`config.mk`:
```
export PLATFORM = sky130hd
export DESIGN_NAME = fc_ram
export DESIGN_NICKNAME = d
export VERILOG_FILES = /design/src/design/fc_ram.sv
export SDC_FILE = /design/constraint.sdc
export NUM_CORES = 2
export LEC_CHECK = 0
export BUFFER_PORTS_ARGS = -buffer_cell sky130_fd_sc_hd__buf_4
export CAP_MARGIN = 20
export CORE_MARGIN = 4
export CORE_UTILIZATION = 58
export DETAILED_ROUTE_END_ITERATION = 10
export PLACE_DENSITY = 0.74
export SKIP_LAST_GASP = 1
export SLEW_MARGIN = 40
export SYNTH_ARGS = -nofsm -noshare
export SYNTH_HDL_FRONTEND = slang
export SYNTH_SLANG_ARGS = --single-unit
```
`constraint.sdc`:
```
create_clock -name clk -period 6.5 [get_ports clk]
set_clock_uncertainty 0.05 [all_clocks]
set_input_delay 0.975 -clock clk [delete_from_list [all_inputs] [get_ports clk]]
set_output_delay 0.975 -clock clk [all_outputs]
set_load 0.01 [all_outputs]
```
`src/design/fc_ram.sv`:
```
`timescale 1ns / 1ps
`default_nettype none

module fc_ram #(
    parameter int DEPTH = 256,
    parameter int AW    = 8,
    parameter int DW    = 16
) (
    input  wire logic          clk,
    input  wire logic          we,
    input  wire logic [AW-1:0] waddr,
    input  wire logic [DW-1:0] wdata,
    input  wire logic [AW-1:0] raddr,
    output logic      [DW-1:0] rdata
);

    logic [DW-1:0] mem [DEPTH];
    logic [DW-1:0] rdata_reg;

    always_ff @(posedge clk) begin
        if (we) begin
            mem[waddr] <= wdata;
        end
    end

    always_ff @(posedge clk) begin
        rdata_reg <= mem[raddr];
    end

    assign rdata = rdata_reg;

endmodule

`default_nettype wire

```
==> reports/metrics.cfg <==
[power]
power_frac_clock_pct = 41.2
peakVddDrop_uv = 260.7
p_switching_mw = 11.57
p_seq_share_pct = 53.8
p_int_mw = 42.88
p_leak_nw = 56.47
swShare_pct = 21.26
power.density_mw_per_mm2 = 306.0
combPwrFrac_pct = 5.0

[die]
start_util_pct = 58.46
die_area_mm2 = 0.2821
rows = 191
ios = 50
core_area_mm2 = 0.2715
die_h_um = 531.1
die_w_um = 531.1

[clock_tree]
post_cts_buffers = 0
cts_buffers = 398
clock_tree.buffer_depth = 4
insertion_delay_ns = 0.95
cts_tree = done
cts-root-buf = clkbuf_16
cts_resized = 0
holdBufCountCts = 0
htreeDepth = 5
path_clk_slew_ns = 0.06
clock_sinks = 4112

[synthesis]
synthesis.nets = 7394
synth_area_leaders = edfxtp_1, mux4_2, mux2i_1
ys_seq_area_share_pct = 77.70
syn-cell-area_mm2 = 0.1587
syn_inst = 7360
ys.warnings.count = 0
synth.avg_cell_area_um2 = 21.56
ys.flop_type = edfxtp_1
ys_seq_elements = 4112
synth_area_leader_cell = edfxtp_1
synth_edf_count = 4096
ys_types = 52
synth_async_sr_flop_share_pct = 0
synth_top_area_share_pct = 77.50

[grt]
grt_usage_pct = 29.47
grt-ovfl-total = 0
antenna_found_initial = 23
grt_pass1_vias = 79728
grt_pass1_wl_mm = 592.8
grt_max_degree = 181

[setup_path]
worstReg2RegStart = mem[128][15]
worst_setup_path_start_kind = primary input
cp_max_fo = 63
reg2reg_slack_ns = 3.39
cp-end-kind = flop
crit_required_ns = 7.26
rr_endpoint = rdata[15]
arrival_ns = 5.18
critical_path_class = primary input to flop
reg2reg_depth = 6

[timing]
hold_viol = 0
fin_crit_sh_pct = 67.97
finalSetupViolations = 0
worstMarginPinSlew_ns = 0.9940
holdWs_ns = 0.4078
setup_tns_ns = 0
max_freq_mhz = 226.3
period_needed_ns = 4.418
slew_headroom_pct = 33.73
slew_viol_final = 0
rsz0062_at_grt = false

[drt]
wl_met2_mm = 195.1
drt_iter0_drc = 13316
drc = 0
postRouteAntennaNets = 0
dr.pass1.iters = 9
num_vias = 81123
vias_per_cell = 6.942
highest_layer = met5
avgRoutedWirePerCell_um = 35.55
drt_wl_total_mm = 415.5
wl_met3_mm = 50.80
wl_met1_mm = 147.7

[min_path]
hold_class = primary input to flop
min_path_cells = 1
hold_path_end = mem[108][0]
hold_start = wdata[0]

[layout]
largest_register_ffs = 4096
drive_gt1_share_pct = 24.73
post-route-util_pct = 65.55
area_growth_pct = 12.12
final_nets = 7817
nFillCells = 16747
layout_common_cells = edfxtp_1, mux4_2, mux2i_1, clkbuf_16, buf_4
mostFrequentLayoutCell = edfxtp_1

[run_status]
status = finished, final reports clean

[placed_design]
dp_hpwl_mm = 238.0
portBuffers = 49
globalplace.congestion = 0.9123

[job]
drv_cap = 0

## worst max-delay path: stages
cell and delay (ns):
buf_16 0.34, buf_12 0.32, buf_12 0.33, buf_4 0.39, mux2i_1 0.14, o221ai_1 0.50, o22ai_1 0.27, a22oi_1 0.54
nand3_1 0.62, nor4_1 0.45
## kinds of logic after synthesis
logic type / share of synthesized area, %
AND/OR/NAND/NOR: 1.574
buffers and inverters: 1.693
flip-flops: 77.70
multiplexers: 15.50
AO/OA/AOI/OAI: 3.537
## synthesized netlist by cell type (38+ instances only)
cell type	number
buf_2	76
buf_6	77
a22oi_1	43
o221ai_1	252
mux2_2	88
nor3_1	92
nor2_1	304
clkbuf_1	230
edfxtp_1	4096
mux4_2	797
mux2i_1	565
a21oi_1	175
o22ai_1	148
nand2_1	38
## layer usage
layer / vias up / track usage (%)
met2: 5775 / 45.09
met3: 978 / 7.432
li1: 32142 / -
met1: 42214 / 40.81
met4: 14 / 13.15
met5: - / 0
## power by group through the flow
stage	clock, mW	combinational (mW)	sequential, mW
final	22.4	2.73	29.3
after detailed placement	0	2.66	29.9
after CTS	22.6	2.68	29.3
after global routing	23.8	2.83	29.3
after floorplan	0	1.44	29.8
after global placement	0	2.58	29.9
## layout make-up
cell class              instances  area [um2]  share of cell area [%]
flip-flops and latches       4112      123300                   69.30
repair buffers                475        4408                   2.477
clock buffers                 492       10510                   5.907
clock inverters               226        2043                   1.148
inverters                       4       27.53                 0.01547
multi-input cells            2792       33150                   18.63
diodes                         15       37.54                 0.02109
well taps                    3570        4467                   2.510
## worst max path at each step
stage | depth (start not counted) | slack, ns | start | to
6_report | 10 | 2.08 | raddr[0] | rdata[7]
5_1_grt | 9 | 2.03 | raddr[0] | rdata[7]
4_1_cts | 9 | 2.30 | raddr[0] | rdata[7]
3_5_place_dp | 9 | 1.35 | raddr[0] | rdata[7]
3_3_place_gp | 9 | 1.31 | raddr[1] | rdata[11]
2_1_floorplan | 6 | 3.31 | waddr[3] | mem[235][0]
## stage by stage
stage | instance area (um2) | setup WS [ns] | std cells | power (mW)
2_1_floorplan | 158700 | 3.310 | 7360 | 31.26
3_3_place_gp | 164800 | 1.308 | 10941 | 32.44
3_5_place_dp | 165100 | 1.351 | 10943 | 32.52
4_1_cts | 177600 | 2.298 | 11661 | 54.56
5_1_grt | 177900 | 2.028 | 11675 | 55.90
6_report | 178000 | 2.082 | 11686 | 54.45
(Power assumes the default switching activity.)
