==> src/design/fc_pkg.sv <==
`timescale 1ns / 1ps
`default_nettype none

package fc_pkg;

    localparam int TAPS_DEFAULT  = 256;

    localparam int ACTION_W      = 2;
    localparam int TAP_INDEX_W   = 8;
    localparam int COEF_W        = 16;
    localparam int SAMPLE_W      = 16;
    localparam int PROD_W        = COEF_W + SAMPLE_W;
    localparam int ACC_W         = 40;
    localparam int NUM_TAPS_W    = 9;
    localparam int IN_DATA_W     = TAP_INDEX_W + COEF_W + SAMPLE_W;
    localparam int OUT_DATA_W    = ACC_W;

    localparam logic [NUM_TAPS_W-1:0] NUM_TAPS_RESET = 9'd256;

    typedef enum logic [ACTION_W-1:0] {
        ACT_LOAD  = 2'd0,
        ACT_PUSH  = 2'd1,
        ACT_CLEAR = 2'd2
    } action_t;

    typedef enum logic [2:0] {
        ST_INIT,
        ST_IDLE,
        ST_CLEAR,
        ST_MAC,
        ST_DRAIN
    } seq_state_t;

    // sequencer to multiply-accumulate pipeline
    typedef struct packed {
        logic start;  // clear the accumulator for a new request
        logic rd;     // a tap pair is read from both stores this cycle
    } mac_ctl_t;

endpackage

`default_nettype wire

==> src/design/fc_seq.sv <==
`timescale 1ns / 1ps
`default_nettype none

module fc_seq
    import fc_pkg::*;
#(
    parameter int TAPS = TAPS_DEFAULT,
    parameter int AW   = 8,
    parameter int CW   = 9
) (
    input  wire logic                     aclk,
    input  wire logic                     aresetn,
    input  wire logic                     s_tvalid,
    output logic                          s_tready,
    input  wire logic [ACTION_W-1:0]      action,
    input  wire logic [TAP_INDEX_W-1:0]   tap_index,
    input  wire logic [COEF_W-1:0]        tap_value,
    input  wire logic [SAMPLE_W-1:0]      sample,
    input  wire logic [NUM_TAPS_W-1:0]    num_taps,
    output logic                          coef_we,
    output logic [AW-1:0]                 coef_waddr,
    output logic [COEF_W-1:0]             coef_wdata,
    output logic [AW-1:0]                 coef_raddr,
    output logic                          hist_we,
    output logic [AW-1:0]                 hist_waddr,
    output logic [SAMPLE_W-1:0]           hist_wdata,
    output logic [AW-1:0]                 hist_raddr,
    output mac_ctl_t                      ctl,
    input  wire logic                     mac_busy,
    input  wire logic signed [ACC_W-1:0]  acc,
    output logic                          m_tvalid,
    input  wire logic                     m_tready,
    output logic [OUT_DATA_W-1:0]         m_tdata
);

    localparam int LW = (CW > NUM_TAPS_W) ? CW : NUM_TAPS_W;

    seq_state_t            state_reg, state_next;
    logic [CW-1:0]         k_reg, k_next;
    logic [CW-1:0]         n_reg, n_next;
    logic [AW-1:0]         ptr_reg, ptr_next;
    logic [AW-1:0]         haddr_reg, haddr_next;
    logic                  mv_reg, mv_next;
    logic [OUT_DATA_W-1:0] md_reg, md_next;

    logic [AW-1:0]         ptr_dec;
    logic [CW-1:0]         n_eff;
    logic                  tap_ok;
    logic                  k_last_sweep;
    logic                  out_free;

    assign ptr_dec      = (ptr_reg == '0) ? AW'(TAPS - 1) : ptr_reg - 1'b1;
    assign n_eff        = (LW'(num_taps) > LW'(TAPS)) ? CW'(TAPS) : CW'(num_taps);
    assign tap_ok       = LW'(tap_index) < LW'(TAPS);
    assign k_last_sweep = k_reg == CW'(TAPS - 1);
    assign out_free     = !mv_reg || m_tready;

    always_ff @(posedge aclk) begin
        if (!aresetn) begin
            state_reg <= ST_INIT;
            k_reg     <= '0;
            n_reg     <= '0;
            ptr_reg   <= '0;
            haddr_reg <= '0;
            mv_reg    <= 1'b0;
        end else begin
            state_reg <= state_next;
            k_reg     <= k_next;
            n_reg     <= n_next;
            ptr_reg   <= ptr_next;
            haddr_reg <= haddr_next;
            mv_reg    <= mv_next;
        end
    end

    always_ff @(posedge aclk) begin
        md_reg <= md_next;
    end

    always_comb begin
        state_next = state_reg;
        k_next     = k_reg;
        n_next     = n_reg;
        ptr_next   = ptr_reg;
        haddr_next = haddr_reg;
        mv_next    = mv_reg && !m_tready;
        md_next    = md_reg;
        s_tready   = 1'b0;
        coef_we    = 1'b0;
        coef_waddr = AW'(tap_index);
        coef_wdata = tap_value;
        hist_we    = 1'b0;
        hist_waddr = ptr_dec;
        hist_wdata = sample;
        ctl        = '0;

        unique case (state_reg)
            ST_INIT: begin
                coef_we    = 1'b1;
                coef_waddr = k_reg[AW-1:0];
                coef_wdata = '0;
                hist_we    = 1'b1;
                hist_waddr = k_reg[AW-1:0];
                hist_wdata = '0;
                if (k_last_sweep) begin
                    k_next     = '0;
                    state_next = ST_IDLE;
                end else begin
                    k_next = k_reg + 1'b1;
                end
            end
            ST_IDLE: begin
                s_tready = 1'b1;
                if (s_tvalid) begin
                    unique case (action)
                        ACT_LOAD: begin
                            coef_we = tap_ok;
                        end
                        ACT_PUSH: begin
                            hist_we    = 1'b1;
                            ptr_next   = ptr_dec;
                            haddr_next = ptr_dec;
                            k_next     = '0;
                            n_next     = n_eff;
                            ctl.start  = 1'b1;
                            state_next = (n_eff == '0) ? ST_DRAIN : ST_MAC;
                        end
                        ACT_CLEAR: begin
                            k_next     = '0;
                            state_next = ST_CLEAR;
                        end
                        default: begin
                        end
                    endcase
                end
            end
            ST_CLEAR: begin
                hist_we    = 1'b1;
                hist_waddr = k_reg[AW-1:0];
                hist_wdata = '0;
                if (k_last_sweep) begin
                    k_next     = '0;
                    state_next = ST_IDLE;
                end else begin
                    k_next = k_reg + 1'b1;
                end
            end
            ST_MAC: begin
                ctl.rd     = 1'b1;
                k_next     = k_reg + 1'b1;
                haddr_next = (haddr_reg == AW'(TAPS - 1)) ? '0 : haddr_reg + 1'b1;
                if (CW'(k_reg + 1'b1) == n_reg) begin
                    state_next = ST_DRAIN;
                end
            end
            ST_DRAIN: begin
                if (!mac_busy && out_free) begin
                    mv_next    = 1'b1;
                    md_next    = acc;
                    state_next = ST_IDLE;
                end
            end
            default: begin
                state_next = ST_IDLE;
            end
        endcase
    end

    assign coef_raddr = k_reg[AW-1:0];
    assign hist_raddr = haddr_reg;
    assign m_tvalid   = mv_reg;
    assign m_tdata    = md_reg;

endmodule

`default_nettype wire

==> config.mk <==
export PLATFORM = sky130hd
export DESIGN_NAME = fc_seq
export DESIGN_NICKNAME = d
export VERILOG_FILES = /design/src/design/fc_pkg.sv /design/src/design/fc_seq.sv
export SDC_FILE = /design/constraint.sdc
export NUM_CORES = 1
export LEC_CHECK = 0
export CAP_MARGIN = 20
export CORE_UTILIZATION = 35
export CTS_CLUSTER_SIZE = 30
export DETAILED_ROUTE_END_ITERATION = 10
export DONT_BUFFER_PORTS = 1
export PLACE_DENSITY = 0.51
export SLEW_MARGIN = 15
export SYNTH_ARGS = -nofsm -noshare
export SYNTH_HDL_FRONTEND = slang
export SYNTH_SLANG_ARGS = --single-unit
==> constraint.sdc <==
create_clock -name aclk -period 5.5 [get_ports aclk]
set_clock_uncertainty 0.05 [all_clocks]
set_input_delay 1.1 -clock aclk [delete_from_list [all_inputs] [get_ports aclk]]
set_output_delay 1.1 -clock aclk [all_outputs]
set_load 0.01 [all_outputs]
==> run metrics <==
Comb power frac=0.020; fin area=4440 um2; CP Capture Type=output pin; sequential fraction of the synthesis area=0.473; area of the multi-input gates=1950 um2; Hold Crit Start=n_reg[3]$_SDFFE_PN0P_; Placed Cells incl. Taps=534; fill count=1,115; CP Class=flop to output pin; RePlAce Congestion=0.803; FP Rows=39; routed vias=2,981; Worst-path clk slew=0.06 ns; starting density of the core=0.362; worst slew pin tran=0.925 ns; Core Region=11,500 um2; Worst Hold End=n_reg[3]$_SDFFE_PN0P_; Overflow after GRT=0; RR Endpoint=state_reg[1]$_SDFFE_PN0P_; Final Cycle Share=0.684; Main synth FF type=edfxtp_1; CTS tree=yes; most frequent cells in the layout=nand2_1 (47), edfxtp_1 (40), dfxtp_1 (38); DP Area=4150 um2; required time worst endpoint=4.35 ns; PortBufs=0; die width=111 um; drt drc=0; worst skew pair latency=0.34 ns; NumNets Final=507; H-tree depth=3; Total GRT Usage=0.166; Syn Nets=530; FF+latch count, synth=78; switching pwr=0.256 mW; pwr/cell area=278 nW/um2; hold_buf cts=0; die footprint=12,300 um2; DRT Pass-1 Iters=4; critical path peak fanout=35; Synth Area per Inst=9.76 um2; Async S/R FF share, synth=0; CTS resizes=0; Mapped Area=4150 um2; Final TNS setup=0 ns; Flop pwr share=0.501; antenna-violating nets left=0; wire per inst=18.5 um; reg2reg setup slack=2.53 ns; achievable clock frequency=266 MHz; Clock Tree Root=clkbuf_16; peak supply drop=0.166 mV; P_leak=1.63 nW; routed vias/inst=5.42; total CTS buffers=9; Hold Path Class=flop to flop; startpoint types=flop; Hold Path Depth=2; clock sinks=78; unrepaired setup endpoints after global routing=no; final setup violation count=0; pin count of the biggest net entering global routing=42; synth top area cells=edfxtp_1 (29%), dfxtp_1 (18%), nand2_1 (4.3%), nor2b_1 (3.6%), ha_1 (2.7%); clock tree buffer depth=2; initial DRC count=192; reg-to-reg startpoint=k_reg[0]$_SDFFE_PN0P_; global-route wire length before repair=15.5 mm; # diodes=0; Internal=0.978 mW; min setup slack post-route=1.74 ns; Area Overhead vs Synth=7.12%; vias in the first global route=2,752; Final Max Tran Viols=0; count of cell types in the netlist=56; Clk pwr share=0.479; post-place setup slack=2.08 ns; Sw Ratio=0.207; max reg flops=40; hpwl dp=7.52 mm; total setup buffers inserted after CTS=0; max-cap violations=0; most common cell after layout, fill and taps aside=nand2_1; Storage cell area=1960 um2; drt total wl=10.2 mm; layout cells sized above 1=0.0958; Slew HR=0.383; cell taking the most area after synthesis=edfxtp_1; Worst Path Arrival=2.61 ns; Die Y-Extent=111 um; r2r worst-path depth=11; Layout Cells excl Fill=550; Syn Inst Count=425; top cell type's share of synthesized area=0.290; EDFF count, synth=40; status=finished, final reports clean; Final min period=3.76 ns; Final Hold Vio Count=0; Power Total=1.23 mW; Synth warnings=0; Ports=206; initial antenna violation count=0
## metrics by stage
| stage | utilization | hold WS (ns) |
|---|---|---|
| 6_report | 0.387 | 0.428 |
| 5_1_grt | 0.387 | 0.461 |
| 4_1_cts | 0.387 | 0.435 |
| 3_5_place_dp | 0.362 | 0.426 |
| 3_3_place_gp | 0.362 | 0.420 |
| 2_1_floorplan | - | 0.403 |
## cells by family (layout without fill, tap and decap cells)
logic type      count (synthesis)  count (layout)  synth area share
fa+ha+maj                       9               9            0.0272
buf+inv                        49              31            0.0606
mux                            11              11            0.0290
flops                          78              78             0.473
xor+xnor                       15              15            0.0317
compound gates                 87              87             0.148
simple gates                  176             176             0.231
## metal layers
layer / GRT usage / routed length (um)
met5: 0 / 0
met3: 0.0530 / 600
met4: 0.0693 / 133
met2: 0.264 / 5020
met1: 0.207 / 4430
## worst max-delay path: stages (launching register included)
cell     delay [ns]
dfxtp_1        0.45
or2_2          0.58
nor2_2         0.78
mux2_2         0.45
## cell type report
class / instances / share of cell area
Clock buffer: 11 / 0.0524
Inverter: 14 / 0.0118
Tap cell: 143 / 0.0403
Multi-Input combinational cell: 298 / 0.439
Sequential cell: 78 / 0.442
Clock inverter: 5 / 0.0135
Timing Repair Buffer: 1 / 0.00169
## cell usage after synthesis (all sizes together), types with 2 or more instances
| cell type | number |
|---|---|
| nand3 | 13 |
| inv | 14 |
| nand2b | 2 |
| clkbuf | 12 |
| nand3b | 11 |
| ha | 9 |
| nor4 | 7 |
| nand2 | 47 |
| nor2 | 29 |
| edfxtp | 40 |
| o211a | 11 |
| or2 | 3 |
| mux2i | 3 |
| xnor2 | 9 |
| a31oi | 6 |
| o21ai | 18 |
| a211oi | 3 |
| nand4 | 3 |
| o22ai | 5 |
| nor3b | 2 |
| and3 | 6 |
| nor3 | 8 |
| a22oi | 3 |
| o21a | 3 |
| and2 | 17 |
| a21oi | 14 |
| o211ai | 2 |
| and4 | 2 |
| nor2b | 24 |
| a21boi | 13 |
| xor2 | 6 |
| buf | 23 |
| mux2 | 8 |
| dfxtp | 38 |
## worst max-delay path by stage
| stage | start | end | slack (ns) | cells past startpoint |
|---|---|---|---|---|
| floorplan | m_tready | m_tdata[0]$_DFFE_PP_ | 1.56 | 2 |
| global placement | action[1] | ctl[1] | 2.10 | 4 |
| detailed placement | action[1] | ctl[1] | 2.08 | 4 |
| CTS | state_reg[0]$_SDFFE_PN0P_ | coef_waddr[4] | 1.70 | 3 |
| global route | state_reg[0]$_SDFFE_PN0P_ | coef_waddr[4] | 1.57 | 3 |
| finish | state_reg[0]$_SDFFE_PN0P_ | coef_waddr[0] | 1.74 | 3 |
## power by group through the flow
stage / Combinational [mW] / Sequential (mW) / Clock, mW
6_report: 0.0249 / 0.618 / 0.591
4_1_cts: 0.0252 / 0.618 / 0.615
2_1_floorplan: 0.0292 / 0.627 / 0
3_3_place_gp: 0.0253 / 0.630 / 0
3_5_place_dp: 0.0251 / 0.631 / 0
5_1_grt: 0.0276 / 0.618 / 0.638
Note: power is estimated with default switching activity, not from simulation.
