### src/design/fc_pkg.sv
`timescale 1ns / 1ps
`default_nettype none

package fc_pkg;

    localparam int TAPS_DEFAULT  = 256;

    localparam int ACTION_W      = 2;
    localparam int TAP_INDEX_W   = 8;
    localparam int COEF_W        = 16;
    localparam int SAMPLE_W      = 16;
    localparam int PROD_W        = COEF_W + SAMPLE_W;
    localparam int ACC_W         = 40;
    localparam int NUM_TAPS_W    = 9;
    localparam int IN_DATA_W     = TAP_INDEX_W + COEF_W + SAMPLE_W;
    localparam int OUT_DATA_W    = ACC_W;

    localparam logic [NUM_TAPS_W-1:0] NUM_TAPS_RESET = 9'd256;

    typedef enum logic [ACTION_W-1:0] {
        ACT_LOAD  = 2'd0,
        ACT_PUSH  = 2'd1,
        ACT_CLEAR = 2'd2
    } action_t;

    typedef enum logic [2:0] {
        ST_INIT,
        ST_IDLE,
        ST_CLEAR,
        ST_MAC,
        ST_DRAIN
    } seq_state_t;

    // sequencer to multiply-accumulate pipeline
    typedef struct packed {
        logic start;  // clear the accumulator for a new request
        logic rd;     // a tap pair is read from both stores this cycle
    } mac_ctl_t;

endpackage

`default_nettype wire

### src/design/fc_mac.sv
`timescale 1ns / 1ps
`default_nettype none

module fc_mac
    import fc_pkg::*;
(
    input  wire logic                       aclk,
    input  wire logic                       aresetn,
    input  wire mac_ctl_t                   ctl,
    input  wire logic signed [COEF_W-1:0]   coef_q,
    input  wire logic signed [SAMPLE_W-1:0] hist_q,
    output logic                            busy,
    output logic signed [ACC_W-1:0]         acc
);

    logic                     dv_reg;
    logic                     pv_reg;
    logic signed [PROD_W-1:0] prod_reg;
    logic signed [ACC_W-1:0]  acc_reg;

    // read data lands in the cycle after the request
    always_ff @(posedge aclk) begin
        if (!aresetn) begin
            dv_reg <= 1'b0;
            pv_reg <= 1'b0;
        end else begin
            dv_reg <= ctl.rd;
            pv_reg <= dv_reg;
        end
    end

    always_ff @(posedge aclk) begin
        prod_reg <= coef_q * hist_q;
    end

    // wrap modulo 2^40
    always_ff @(posedge aclk) begin
        if (!aresetn || ctl.start) begin
            acc_reg <= '0;
        end else if (pv_reg) begin
            acc_reg <= acc_reg + ACC_W'(prod_reg);
        end
    end

    assign busy = dv_reg | pv_reg;
    assign acc  = acc_reg;

endmodule

`default_nettype wire

### config.mk
export PLATFORM = sky130hd
export DESIGN_NAME = fc_mac
export DESIGN_NICKNAME = d
export VERILOG_FILES = /design/src/design/fc_pkg.sv /design/src/design/fc_mac.sv
export SDC_FILE = /design/constraint.sdc
export NUM_CORES = 1
export LEC_CHECK = 0
export ABC_AREA = 0
export BUFFER_PORTS_ARGS = -buffer_cell sky130_fd_sc_hd__buf_2
export CAP_MARGIN = 15
export CORE_ASPECT_RATIO = 1.1
export CORE_MARGIN = 2
export CORE_UTILIZATION = 65
export CTS_BUF_LIST = sky130_fd_sc_hd__clkbuf_8
export DETAILED_ROUTE_END_ITERATION = 8
export PLACE_DENSITY = 0.86
export SETUP_SLACK_MARGIN = 0.05
export SLEW_MARGIN = 10
export SYNTH_ARGS = -nofsm -noshare
export SYNTH_HDL_FRONTEND = slang
export SYNTH_SLANG_ARGS = --single-unit
### constraint.sdc
create_clock -name aclk -period 9.7 [get_ports aclk]
set_input_delay 1.455 -clock aclk [delete_from_list [all_inputs] [get_ports aclk]]
set_output_delay 1.455 -clock aclk [all_outputs]
set_load 0.02 [all_outputs]
==> flow_summary.toml, run 1 <==
[timing]
timing.final.max_slew_violations = 0
worst_clock_skew_ns = 0.0121
tightestPinTransition_ns = 0.967
fmax_mhz = 138
grt_setup_unrepaired = "no"
count_of_endpoints_failing_setup_in_the_final_report = 0
finalHoldViolations = 0
post-route-min-period_ns = 7.23
finalCritPeriodShare_pct = 74.5
accumulated_negative_setup_slack_ns = 0
slew_headroom_pct = 35.5

[cts]
tritoncts.num_buffers = 9
postCtsSetupBuffers = 0
number_of_cells_upsized_or_downsized_after_cts = 0
clock-sinks = 74
path_clk_slew_ns = 0.08
cts_tree = "built"
clock_insertion_delay_worst_skew_ns = 0.35
cts_hold_buf = 0
clk_path_buf_depth = 2
cts_root_buffer = "clkbuf_8"
h-tree-depth = 3

[yosys]
synth_ff_type = "dfxtp_1"
ys_types = 64
ys_seq_area_share_pct = 10.8
synth_fp_nets = 1929
synth_area_per_cell_sq_um = 9.12
syn-instance-count = 1509
ys_warn_count = 0
post_synthesis_async_set_or_reset_flop_share_pct = 0
mappedNetlistArea_sq_um = 13800
synth_seq_cells = 74
synth-edff-count = 0

[detailed_routing]
first_pass_iters = 8
total_routed_length_mm = 31.4
wire_per_inst_um = 17.4
ant_nets = 0
drc_errors = 0
detailroute.via_count = 10600
initialDrtViolationCount = 779
via_per_inst = 5.83

[die]
design.die.area_sq_um = 22400
floorplan.rows = 55
die_x_um = 143
pin_count = 77
coreArea_sq_um = 20600
start_util_pct = 66.7
die_h_um = 157

[layout]
area_growth_syn_to_layout_pct = 5.45
largest_register_ff_count = 40
finalNetCount = 1970
final_layout_size_suffix_gt1_share_pct = 7.14
final_common_cell = "inv_1"
leading_cell_types_in_the_layout_fill_and_taps_excluded = "299 x inv_1, 263 x fa_1, 144 x nand2_1"
antenna-diode-count = 0
postLayoutCoreUtil_pct = 70.3
design_area_sq_um = 14500
fillers = 1463
finalNonFillerCells = 1811

[job]
drv.max_cap_violation_count = 0

[global_routing]
vias_in_the_first_global_route = 11000
grt_antenna_before_repair = 0
grt_first_pass_wirelength_mm = 52.0
gr-usage-all-layers_pct = 29.5
overflow = 0
grt_start_max_net_pins = 38

[worst_setup_path]
worstSetupStartpointType = "input pin"
crit_arrival_ns = 7.47
worst-path-max-fanout = 16
worst-endpoint-required_ns = 9.94
crit_type = "in -> reg"
cp-end-kind = "flop"

[placed_design]
placed_cells_incl_taps = 1795
dp_hpwl_mm = 25.8
finalWeightedCongestion = 0.955
io_buffers = 76
place_area_sq_um = 14300

[status]
run_status = "complete, no violations"

[worst_hold_path]
hold_path.class = "reg -> reg"
==> worst paths after layout <==
path,start,endpoint,slack (ns),depth (start not counted)
setup / recovery,hist_q[1],prod_reg[30],2.47,22
hold / removal,dv_reg,pv_reg,0.46,1
hold reg to reg,dv_reg,pv_reg,0.46,1
setup reg to reg,acc[0],acc[36],6.42,13
==> layer usage <==
| layer | wire [um] | vias up | global-route usage (%) |
|---|---|---|---|
| li1 | - | 4766 | - |
| met1 | 11700 | 5199 | 35.5 |
| met2 | 16100 | 437 | 52.1 |
| met3 | 1700 | 152 | 3.40 |
| met4 | 1930 | 0 | 15.7 |
| met5 | 0 | - | 0 |
==> metrics by stage <==
step	hold WS, ns	setup WS [ns]
floorplan	0.421	2.48
global placement	0.436	2.16
detailed placement	0.441	2.06
CTS	0.469	2.46
global route	0.476	2.22
finish	0.458	2.47
==> worst max-delay path: stages <==
cell and delay [ns]:
buf_2 0.30, nand2_1 0.14, fa_1 0.53, fa_1 0.51, fa_1 0.51, inv_1 0.06
fa_1 0.48, fa_1 0.49, inv_1 0.05, fa_1 0.50, inv_1 0.05, ha_1 0.36
a21o_1 0.19, a21o_1 0.17, a21oi_1 0.22, o221ai_1 0.16, a2111o_1 0.32, o21a_1 0.15
a2111oi_0 0.36, o21bai_1 0.12, a21o_1 0.19, xor2_1 0.14
==> synth_stat cells, types with 30 or more instances <==
| master | number | share of area, % |
|---|---|---|
| xnor2_1 | 51 | 3.2 |
| dfxtp_1 | 74 | 11 |
| clkbuf_1 | 44 | 1.2 |
| fa_1 | 263 | 38 |
| o21ai_0 | 31 | 1.1 |
| nor2_1 | 75 | 2.0 |
| inv_1 | 298 | 8.1 |
| ha_1 | 121 | 11 |
| and2_1 | 129 | 5.9 |
| a21oi_1 | 60 | 2.2 |
| a21o_1 | 30 | 1.6 |
| nand2_1 | 144 | 3.9 |
==> final cells by class <==
class / instances / area (sq um) / area share, %
clock inverters: 7 / 93.8 / 0.646
multi-input cells: 1089 / 11000 / 75.7
well taps: 256 / 320 / 2.21
repair buffers: 77 / 388 / 2.67
flip-flops and latches: 74 / 1480 / 10.2
inverters: 299 / 1120 / 7.73
clock buffers: 9 / 124 / 0.853
==> cell families (layout without fill, tap and decap cells) <==
kind of cell,Yosys count,after routing,share of synthesized area (%)
muxes,22,22,1.60
xor gates and xnor gates,68,68,4.33
buffers and inverters,346,392,9.43
AOI/OAI and AO/OA,197,197,9.70
adders and majority gates,384,384,49.2
and+or+nand+nor,418,418,14.9
DFF,74,74,10.8
Power of run 1 is left out: the tool's default activity adds up to more than one toggle a clock period on the data nets, which glitch-free logic cannot reach.
==> run 2: changes to the inputs <==
ABC_AREA = 1   (was 0)
clock period = 7.5 ns   (was 9.7 ns; I/O delays follow)
==> run 2 against run 1 <==
Against the previous run:
- cell area is 12% higher
- critical endpoint is now prod_reg[31]
- count of clock-buffer cells in the layout unchanged
- via count rose by 27%
- non-clock buffer count increased by 1
- cell count is 38% higher
- synthesized cell count grew 44%
- highest routed layer unchanged
==> flow_summary.toml, run 2 <==
[status]
run_status = "complete, no violations"

[worst_setup_path]
critPathLaunch = "hist_q[1]"
worst-endpoint-required_ns = 7.77
worst-path-max-fanout = 16
cp-end-kind = "flop"
crit_arrival_ns = 6.69
crit_chain = "buf_2 > nand2_1 > inv_1 > fa_1 > fa_1 > inv_1 > fa_1 > fa_1 > fa_1 > fa_1 > inv_1 > ha_1 > inv_1 > o21bai_1 > a31oi_1 > a21boi_0 > nand2_1 > a21oi_2 > inv_1 > nand2_1 > nand2_1"
cp.buffers_inverters = 6
cpMaxStageDelayCell = "fa_1"
rr_startpoint = "acc[0]"
worst_path_dominant_cell_family = "adder cells"
path_common_cell = "fa_1"
critical_path.max_stage_delay_ns = 0.83
crit_type = "in -> reg"
worstSetupStartpointType = "input pin"

[detailed_routing]
ant_nets = 0
total_routed_length_mm = 40.2
first_pass_iters = 8
via_per_inst = 5.38
drc_errors = 0
initialDrtViolationCount = 747
detailroute.via_count = 13400
wire_per_inst_um = 16.1

[cts]
h-tree-depth = 3
clock_insertion_delay_worst_skew_ns = 0.37
clock-sinks = 74
cts_tree = "built"
path_clk_slew_ns = 0.08
tritoncts.num_buffers = 9
cts_hold_buf = 0
number_of_cells_upsized_or_downsized_after_cts = 0
cts_root_buffer = "clkbuf_8"
clk_path_buf_depth = 2
postCtsSetupBuffers = 0

[placed_design]
io_buffers = 76
dp_hpwl_mm = 34.0
finalWeightedCongestion = 1.01

[timing]
fmax_mhz = 156
tightestPinTransition_ns = 0.723
finalCritPeriodShare_pct = 85.6
post-route-min-period_ns = 6.42
accumulated_negative_setup_slack_ns = 0
slew_headroom_pct = 51.8
count_of_endpoints_failing_setup_in_the_final_report = 0
timing.final.max_slew_violations = 0
finalHoldViolations = 0
fin_hold_ws_ns = 0.422
worst_clock_skew_ns = 0.0167
grt_setup_unrepaired = "no"

[yosys]
synthDominantCellAreaShare_pct = 33.7
ys_seq_area_share_pct = 9.48
ys_types = 45
synthMostInstantiatedCell = "inv_1"
synthTopCellsByArea = "fa_1 34%, inv_1 14%, nand2_1 13%, ha_1 9.7%, dfxtp_1 9.5%"
synth_fp_nets = 2591
synth_seq_cells = 74
synth_ff_type = "dfxtp_1"
synth_common_cells = "579 x inv_1, 536 x nand2_1, 263 x fa_1"
post_synthesis_async_set_or_reset_flop_share_pct = 0
yosysTopAreaCell = "fa_1"
syn-instance-count = 2171
mappedNetlistArea_sq_um = 15600
synth-edff-count = 0
synth_area_per_cell_sq_um = 7.20
ys_warn_count = 0

[die]
start_util_pct = 66.2
floorplan.rows = 59
die_h_um = 167
pin_count = 77
coreArea_sq_um = 23600
die_x_um = 152
design.die.area_sq_um = 25300

[global_routing]
grt_start_max_net_pins = 66
overflow = 0
grt_first_pass_wirelength_mm = 67.3
vias_in_the_first_global_route = 14300
grt_antenna_before_repair = 0
gr-usage-all-layers_pct = 32.7

[worst_hold_path]
hold_path.class = "reg -> reg"
min-delay-start = "dv_reg"

[layout]
finalNetCount = 2609
leading_cell_types_in_the_layout_fill_and_taps_excluded = "580 x inv_1, 536 x nand2_1, 263 x fa_1"
final_common_cell = "inv_1"
antenna-diode-count = 0
largest_register_ff_count = 40
fillers = 2008
final_layout_size_suffix_gt1_share_pct = 6.79
area_growth_syn_to_layout_pct = 4.22

[job]
drv.max_cap_violation_count = 0
==> run 2: changes by cell type after synthesis, sizes merged, moves of 21 or more <==
cell / previous run / this run
and2: 129 / 1
xnor2: 51 / 20
mux2i: 22 / 0
inv: 298 / 581
nand2: 144 / 552
nor2: 75 / 183
o21ai: 34 / 55
clkbuf: 44 / 66
a21o: 31 / 8
nand3: 20 / 67
==> run 2: worst reg2reg max path, stage by stage (launching register included) <==
cell and delay [ns]:
dfxtp_1 0.36, ha_1 0.29, inv_1 0.12, fa_1 0.42, inv_1 0.16, nand3_1 0.11
nand2_2 0.20, nand2_2 0.09, nand2_4 0.11, nand2_1 0.07, nand2_2 0.10, nand4_1 0.13
nand4_1 0.11, nand3_1 0.13, nand2_1 0.11, inv_1 0.04
==> run 2: cell type report <==
cell class,count,area [sq um],share of cell area [%]
Clock buffer,9,124,0.760
Clock inverter,7,52.6,0.323
Inverter,581,2180,13.4
Multi-Input combinational cell,1445,11700,71.7
Sequential cell,74,1480,9.10
Tap cell,305,382,2.34
Timing Repair Buffer,78,395,2.43
==> run 2: logic make-up after synthesis <==
kind of cell,after synthesis,share of synthesized area (%)
buf+inv,652,15.8
xor+xnor,50,2.80
fa+ha+maj,384,43.4
simple gates,841,21.8
flops,74,9.48
compound gates,170,6.68
==> run 2: path summary, 6_finish.rpt <==
| check | cells after the start | endpoint | slack, ns |
|---|---|---|---|
| min reg2reg | 2 | pv_reg | 0.42 |
| min | 2 | pv_reg | 0.42 |
| max | 21 | prod_reg[31] | 1.08 |
| max reg2reg | 15 | acc[26] | 4.86 |
==> run 2: metrics by stage <==
step,worst slack [ns],util [%],cell area (sq um),instances
2_1_floorplan,1.17,-,15600,2171
6_report,1.08,69.0,16300,2499
3_3_place_gp,0.867,68.2,16100,2483
5_1_grt,0.674,69.0,16300,2499
4_1_cts,1.11,69.0,16300,2499
3_5_place_dp,0.729,68.2,16100,2483
==> run 2: metal layers <==
metal	wire length, um	up-vias	GRT usage (%)
li1	-	6359	-
met2	20700	570	60.4
met5	0	-	0
met4	1750	0	14.5
met3	2690	145	4.40
met1	15100	6373	37.9
Power of run 2 is left out for the same reason.
==> run 3: changes to the inputs <==
CORE_MARGIN = unset   (was 2)
==> run 3 against run 2 <==
Against the previous run:
- sequential share of layout area is 0.051 points lower
- critical path depth decreased by 2
- die area fell by 2.5%
- via count rose by 0.84%
- utilization rose by 0.39 points
==> flow_summary.toml, run 3 (synthesized netlist as in run 2, its figures left out) <==
[status]
run_status = "complete, no violations"

[worst_setup_path]
rr_startpoint = "acc[0]"
path_common_cell = "fa_1"
worst-endpoint-required_ns = 7.76
cp.buffers_inverters = 4
crit_arrival_ns = 6.73
critPathLaunch = "hist_q[1]"
reg2reg_depth = 15
critical_path.max_stage_delay_ns = 0.82
regToRegSetupSlack_ns = 4.84
stages_on_the_worst_setup_path = 19
regToRegEndpoint = "acc[26]"
cp-end-kind = "flop"
crit_type = "in -> reg"
worst-path-max-fanout = 16
worst_path_dominant_cell_family = "adder cells"
critPathCapture = "prod_reg[31]"
worstSetupStartpointType = "input pin"
cpMaxStageDelayCell = "fa_1"
crit_chain = "buf_2 > nand2_1 > inv_1 > fa_1 > fa_1 > inv_1 > fa_1 > fa_1 > fa_1 > fa_1 > inv_1 > ha_1 > nand2_1 > nor2_1 > nand2_1 > nor3_1 > a21oi_2 > nand2b_1 > nand2_1"

[placed_design]
dp_hpwl_mm = 34.0
placed_cells_incl_taps = 2483
finalWeightedCongestion = 1.00
place_area_sq_um = 16100
io_buffers = 76

[layout]
leading_cell_types_in_the_layout_fill_and_taps_excluded = "580 x inv_1, 536 x nand2_1, 263 x fa_1"
fillers = 2033
design_area_sq_um = 16400
finalNonFillerCells = 2500
final_layout_size_suffix_gt1_share_pct = 6.79
largest_register_ff_count = 40
finalNetCount = 2609
area_growth_syn_to_layout_pct = 4.80
final_common_cell = "inv_1"

[cts]
postCtsSetupBuffers = 0
tritoncts.num_buffers = 9
cts_hold_buf = 0
clk_path_buf_depth = 2
clock_insertion_delay_worst_skew_ns = 0.36
number_of_cells_upsized_or_downsized_after_cts = 0
cts_root_buffer = "clkbuf_8"
h-tree-depth = 3
path_clk_slew_ns = 0.08
clock-sinks = 74
cts_tree = "built"

[timing]
count_of_endpoints_failing_setup_in_the_final_report = 0
fin_hold_ws_ns = 0.434
post-route-min-period_ns = 6.47
finalCritPeriodShare_pct = 86.3
accumulated_negative_setup_slack_ns = 0
tightestPinTransition_ns = 0.695
timing.final.max_slew_violations = 0
slew_headroom_pct = 53.7
finalHoldViolations = 0
worst_clock_skew_ns = 0.0142
grt_setup_unrepaired = "no"
fmax_mhz = 155

[die]
start_util_pct = 66.2
pin_count = 77
design.die.area_sq_um = 24700
floorplan.rows = 59
coreArea_sq_um = 23600
die_x_um = 150
die_h_um = 165

[detailed_routing]
total_routed_length_mm = 40.2
ant_nets = 0
detailroute.via_count = 13600
initialDrtViolationCount = 925
wire_per_inst_um = 16.1
drc_errors = 0
via_per_inst = 5.42
first_pass_iters = 5

[global_routing]
gr-usage-all-layers_pct = 34.6
overflow = 0
grt_antenna_before_repair = 0
grt_start_max_net_pins = 66
grt_first_pass_wirelength_mm = 66.7
vias_in_the_first_global_route = 14200

[worst_hold_path]
hold_path.class = "reg -> reg"

[job]
drv.max_cap_violation_count = 0
[run 3: changes by cell type in the layout (fill, tap and decap cells not counted)]
cell        delta
inv_6          -2
clkinv_4       +1
clkinvlp_4     -3
bufinv_16      +4
diode_2        +1
[run 3: worst register-to-register path, delay by kind of cell (launching register included)]
kind                     cells  cell delay, ns
adder cells (fa/ha/maj)      2            0.78
buffers and inverters        3            0.33
flip-flops                   1            0.37
AND/OR/NAND/NOR             10            1.11
[run 3: worst min path at each step]
stage	from	end	depth (start not counted)
detailed placement	dv_reg	pv_reg	2
global route	dv_reg	pv_reg	2
floorplan	dv_reg	pv_reg	2
finish	dv_reg	pv_reg	2
CTS	dv_reg	pv_reg	2
global placement	dv_reg	pv_reg	2
[run 3: layout make-up]
cell class	count	area [sq um]	area share, %
timing repair buffer	78	395	2.41
antenna	1	2.50	0.0153
sequential	74	1480	9.05
clock inverter	7	141	0.863
tap	305	382	2.33
clock buffer	9	124	0.756
multi-input combinational	1445	11700	71.3
inverter	581	2180	13.3
[run 3: layer usage]
metal,track usage (%),up-vias,routed length [um]
met5,0,-,0
met4,15.8,0,1770
met2,63.1,606,20400
met3,3.56,159,2790
met1,41.0,6432,15200
li1,-,6363,-
[run 3: metrics by stage]
stage / util, % / worst slack [ns]
floorplan: - / 1.17
global placement: 68.2 / 0.833
detailed placement: 68.2 / 0.657
CTS: 69.4 / 1.04
global route: 69.4 / 0.690
finish: 69.4 / 1.03
Power of run 3 is left out for the same reason.
